### config.mk
export PLATFORM = sky130hd
export DESIGN_NAME = tdlm_result_fifo
export DESIGN_NICKNAME = d
export VERILOG_FILES = /design/src/rtl/table_dfa_longest_match_core_defines.svh /design/src/rtl/tdlm_pkg.sv /design/src/rtl/tdlm_result_fifo.sv
export SDC_FILE = /design/constraint.sdc
export NUM_CORES = 1
export LEC_CHECK = 0
export BUFFER_PORTS_ARGS = -buffer_cell sky130_fd_sc_hd__buf_2
export CAP_MARGIN = 20
export CORE_ASPECT_RATIO = 1.25
export CORE_MARGIN = 3
export CORE_UTILIZATION = 50
export DETAILED_ROUTE_END_ITERATION = 10
export GPL_TIMING_DRIVEN = 1
export MAX_ROUTING_LAYER = met4
export PLACE_DENSITY = 0.82
export SLEW_MARGIN = 5
export SYNTH_ARGS = -nofsm -noshare
export SYNTH_HDL_FRONTEND = slang
export SYNTH_SLANG_ARGS = --single-unit
### constraint.sdc
create_clock -name clk -period 3.05 [get_ports clk]
set_clock_uncertainty 0.05 [all_clocks]
set_input_delay 0.61 -clock clk [delete_from_list [all_inputs] [get_ports clk]]
set_output_delay 0.61 -clock clk [all_outputs]
set_load 0.01 [all_outputs]
### src/rtl/table_dfa_longest_match_core_defines.svh
// Assertion macros for the DFA longest-match RTL.
`ifndef TABLE_DFA_LONGEST_MATCH_CORE_DEFINES_SVH
`define TABLE_DFA_LONGEST_MATCH_CORE_DEFINES_SVH

// Condition and consequence checked at the same clock edge.
`define TDLM_ASSERT_IMPLY(label, clk, rst, ante, cons) \
  label: assert property (@(posedge clk) disable iff (rst) (ante) |-> (cons)) \
    else $error("tdlm: same-cycle check failed");

// Consequence checked at the clock edge after the condition.
`define TDLM_ASSERT_NEXT(label, clk, rst, ante, cons) \
  label: assert property (@(posedge clk) disable iff (rst) (ante) |=> (cons)) \
    else $error("tdlm: next-cycle check failed");

`endif

### src/rtl/tdlm_pkg.sv
// Types and constants shared by the DFA longest-match core and its result queue.
`default_nettype none

package tdlm_pkg;

  // Fixed field widths of the item and result beats.
  localparam int OP_W      = 3;
  localparam int STATE_FW  = 6;
  localparam int SYMBOL_FW = 7;
  localparam int BYTE_W    = 8;
  localparam int POS_W     = 32;

  // Operation codes.
  localparam logic [OP_W-1:0] OP_WRITE_TRANS  = 3'd0;
  localparam logic [OP_W-1:0] OP_WRITE_ACCEPT = 3'd1;
  localparam logic [OP_W-1:0] OP_BEGIN        = 3'd2;
  localparam logic [OP_W-1:0] OP_TEXT         = 3'd3;
  localparam logic [OP_W-1:0] OP_END          = 3'd4;

  // Largest text offset; positions stop here.
  localparam logic [POS_W-1:0] POS_MAX = '1;

  // Results that may be held or in flight at once.
  localparam int RESULT_DEPTH = 4;

  typedef struct packed {
    logic [OP_W-1:0]      operation;
    logic [STATE_FW-1:0]  table_state;
    logic [SYMBOL_FW-1:0] table_symbol;
    logic [STATE_FW-1:0]  table_next;
    logic                 table_next_valid;
    logic                 accept_value;
    logic [POS_W-1:0]     start_position;
    logic [BYTE_W-1:0]    text_byte;
  } item_t;

  typedef struct packed {
    logic             matched;
    logic [POS_W-1:0] match_begin;
    logic [POS_W-1:0] match_finish;
  } result_t;

  // One transition store entry: a dead entry has valid low.
  typedef struct packed {
    logic                valid;
    logic [STATE_FW-1:0] next;
  } trans_entry_t;

  typedef struct packed {
    logic empty;
    logic full;
  } fifo_status_t;

endpackage

`default_nettype wire

### src/rtl/tdlm_result_fifo.sv
// Small result queue that decouples the match pipeline from the result channel.
`default_nettype none

module tdlm_result_fifo
  import tdlm_pkg::*;
(
  input  logic         clk,
  input  logic         rst,
  input  logic         push,
  input  result_t      push_data,
  input  logic         pop,
  output result_t      head,
  output fifo_status_t status
);

  localparam int PTR_W = $clog2(RESULT_DEPTH);
  localparam int CNT_W = $clog2(RESULT_DEPTH + 1);

  result_t            slots [RESULT_DEPTH];
  logic [PTR_W-1:0]   wr_ptr;
  logic [PTR_W-1:0]   rd_ptr;
  logic [CNT_W-1:0]   count;

  // Storage slots are written at the tail and need no reset.
  always_ff @(posedge clk) begin
    if (push) begin
      slots[wr_ptr] <= push_data;
    end
  end

  // Pointers wrap at the queue depth; the count tracks occupancy.
  always_ff @(posedge clk) begin
    if (rst) begin
      wr_ptr <= '0;
      rd_ptr <= '0;
      count  <= '0;
    end else begin
      if (push) begin
        wr_ptr <= (wr_ptr == PTR_W'(RESULT_DEPTH - 1)) ? '0 : wr_ptr + PTR_W'(1);
      end
      if (pop) begin
        rd_ptr <= (rd_ptr == PTR_W'(RESULT_DEPTH - 1)) ? '0 : rd_ptr + PTR_W'(1);
      end
      count <= count + CNT_W'(push) - CNT_W'(pop);
    end
  end

  assign head         = slots[rd_ptr];
  assign status.empty = (count == '0);
  assign status.full  = (count == CNT_W'(RESULT_DEPTH));

endmodule

`default_nettype wire

# After elaboration in Yosys (flattened, before gate mapping)
# Memory sizes are Yosys's and may differ from the RTL's. A register that Yosys moved wholly into a read port is not among the register bits.
# Index checks and enable logic that the tools add are counted.
totals:
  ff_bits: 7
  ram_bits: 260
  inputBits: 69
  out_inout_bits: 67
  wordCells: 18
  mem_count: 1
memory_table:
  columns: ["name", "words", "word_bits", "rd", "rd_clocked_by_memory_dff", "wr", "line", "rtl"]
  rows:
  - ["slots", 4, 65, 1, 1, 1, "tdlm_result_fifo.sv:19", "result_t slots [RESULT_DEPTH];"]
op_classes:
  addsub: 4
  eq_ne: 3
  n_mux: 6
  reduce_logical: 1
ops:
  columns: ["operator", "n"]
  rows:
  - ["2-to-1 mux 2 bit", 4]
  - ["adder 2 x 1 -> 2 bit (second input constant)", 2]
  - ["== test 2 bit (second input constant)", 2]
  - ["adder 3 x 1 -> 3 bit", 1]
  - ["== test 3 bit (second input constant)", 1]
  - ["logical NOT 3 bit", 1]
  - ["subtractor 3 x 1 -> 3 bit", 1]
  - ["2-to-1 mux 1 bit", 2]

# Logic depth before layout (Yosys ltp)
logic_depth:
  word_depth: 4
  mapped_depth: 7
  depth_no_buf: 7

# Worst setup path after synthesis
# No wires, ideal clock.
synth_timing:
  path_type: "input-to-reg"
  start: "input port push"
  end: "memory slots[0][0] (netlist bit) (enable)"
  setup_time_ps: 430
  arrival_ps: 2139
  slack_ps: 431
  stages: 1
  n_path_buf: 0
  path_cell_list: "and2_1"
synth_via:
  elab_chain_cells: 2
synth_rtl:
  columns: ["element", "line", "rtl"]
  rows:
  - ["start: declaration", "tdlm_result_fifo.sv:9", "input logic push,"]
  - ["2-to-1 mux 1 bit", "tdlm_result_fifo.sv:26", "if (push) begin"]
  - ["2-to-1 mux 1 bit (not written as such)", "tdlm_result_fifo.sv:27", "slots[wr_ptr] <= push_data;"]
  - ["end: declaration", "tdlm_result_fifo.sv:19", null]
# No other way between the ends.

==> results.tsv <==
metric	value	unit
post_drt_via_cell_ratio	5.310	
hp-class	input port to register	
avgSynthCellArea	25.86	sq um
multi_input_area	1725	sq um
grt_pass1_vias	4855	
rows	56	
finalCritPeriodShare	90.27	%
drt_iter0_drc	284	
drc	0	
core	19060	sq um
cts_buffers	25	
setup_violations	0	
post-route-util	61.13	%
gp_congestion	0.7088	
cap_violations	0	
fp.dieArea	21490	sq um
areaGrowthSynthToFinish	17.95	%
postRouteAntennaNets	0	
finalCriticalPeriod	2.753	ns
ir_drop	0.4603	mV
postCtsSetupBuffers	0	
fmax	363.2	MHz
vias	4338	
nNetsFinal	614	
cts_tree	yes	
die_width	131.7	um
endpoint_kind	primary output	
relSlewSlack	56.45	%
holdBufCountCts	0	
synth-seq-area-share	80.86	%
grt_max_degree	42	
crit_chain	buf_12 > mux4_2 > buf_2	
drv_slew	0	
drive_gt1_share	44.77	%
first_pass_iters	4	
worstSetupPathType	register to primary output	
routed_wl	17640	um
grt_pass1_wl	27520	um
fillers	1316	
fin_tns_setup	0	ns
cts.sinks	269	
final_cell_mix	edfxtp_1 (260), buf_2 (135), mux4_2 (65), clkbuf_16 (25)	
clk_pin_slew	0.06	ns
final_common_cell	edfxtp_1	
synth_seq_cells	269	
register_area	7995	sq um
arrival	2.09	ns
status	completed	
grt_usage	17.06	%
cp_max_fo	25	
cts_buffer_depth	3	
cp_slowest_stage_delay	0.58	ns
antenna_found_initial	2	
finalHoldViolCount	0	
syn_inst	382	
overflow	0	
ios	136	
ctsResizeCount	0	
power_density	674.6	nW/um^2
insertion_delay	0.50	ns
synthDistinctLibCells	21	
portBuffers	135	
initial_core_util	51.83	%
fp.dieH	163.2	um
tightest_slew	0.6533	ns
rsz0062_at_grt	no	
cts-root-buf	clkbuf_16	
wl_per_cell	21.59	um
hpwlAfterDp	10890	um
p_leak	0.003936	uW
netlist_area	9878	sq um
syn_nets	459	
cp_slowest_cell	mux4_2	
htreeDepth	1	
cp_data_required_time	2.39	ns
yosysWarningCount	0	
crit_path_start_kind	register	
[cell usage after synthesis (all sizes together)]
cell / instances / area share (%)
edfxtp: 260 / 79
mux4: 65 / 15
buf: 13 / 1.5
dfxtp: 9 / 1.8
ha: 7 / 0.89
inv: 6 / 0.23
and2: 4 / 0.25
nor2: 3 / 0.11
a21oi: 2 / 0.10
mux2i: 2 / 0.20
nand2b: 2 / 0.13
nor2b: 2 / 0.13
or3b: 2 / 0.18
and3: 1 / 0.063
clkbuf: 1 / 0.038
fa: 1 / 0.20
nor3: 1 / 0.051
xor3: 1 / 0.24
[final cells by class]
cell class	count	area share, %
diodes	2	0.04296
clock buffers	31	5.563
clock inverters	13	0.9665
inverters	6	0.1933
multi-input cells	93	14.81
flip-flops and latches	269	68.62
well taps	261	2.803
repair buffers	142	7.002
[registers in the layout, summed over array words and instances, names as in the netlist, named ones only]
signal and flops:
count 3, slots 260, rd_ptr 2, wr_ptr 2
[path summary, 6_finish.rpt]
path,startpoint,to,slack [ns],cells past startpoint
setup / recovery,register,head[60],0.30,3
hold / removal,push_data[2],slots[3][2]$_DFFE_PP_,0.26,1
setup reg to reg,wr_ptr[0]$_SDFFE_PP0P_,slots[2][58]$_DFFE_PP_,1.22,4
hold reg to reg,rd_ptr[0]$_SDFFE_PP0P_,register,0.47,2
[report_power, final]
group          switching (uW)  total, uW  internal [uW]
combinational             349        684            335
sequential               62.5       4280           4220
clock                    1230       2900           1670
total                    1640       7860           6220
[through the flow]
stage          instances  worst slack [ns]  power, uW  hold slack (ns)  area (sq um)
6_report             817            0.2969       7860           0.2606         11650
5_1_grt              817            0.1503       8155           0.2410         11650
4_1_cts              815            0.2179       7949           0.2381         11650
3_5_place_dp         771            0.7615       5058           0.4645         10890
3_3_place_gp         771            0.7820       5019           0.4373         10890
2_1_floorplan        382            0.4315       4763           0.4185          9878
[worst max-delay path, delay by kind of cell (launching register included)]
family                 cells  cell delay (ns)
buffers and inverters      2             0.44
multiplexers               1             0.58
flip-flops                 1             0.55
[layer usage]
metal  share of wire [%]  GRT usage (%)  up-vias
met5                   0              -        -
met4                 1.6          4.680        0
met3                 5.3          3.666       20
met2                  54          29.99      112
met1                  39          20.23     2261
li1                    -              -     1945
[kinds of logic (layout without fill, tap and decap cells)]
group,count (synthesis),in the layout,share of synthesized area (%)
fa+ha+maj,8,8,1.089
simple gates,15,15,0.9119
other cells,0,2,0
compound gates,2,2,0.1013
buf+inv,20,192,1.773
mux,67,67,15.02
flops,269,269,80.86
xor+xnor,1,1,0.2406
(Power assumes the default switching activity.)
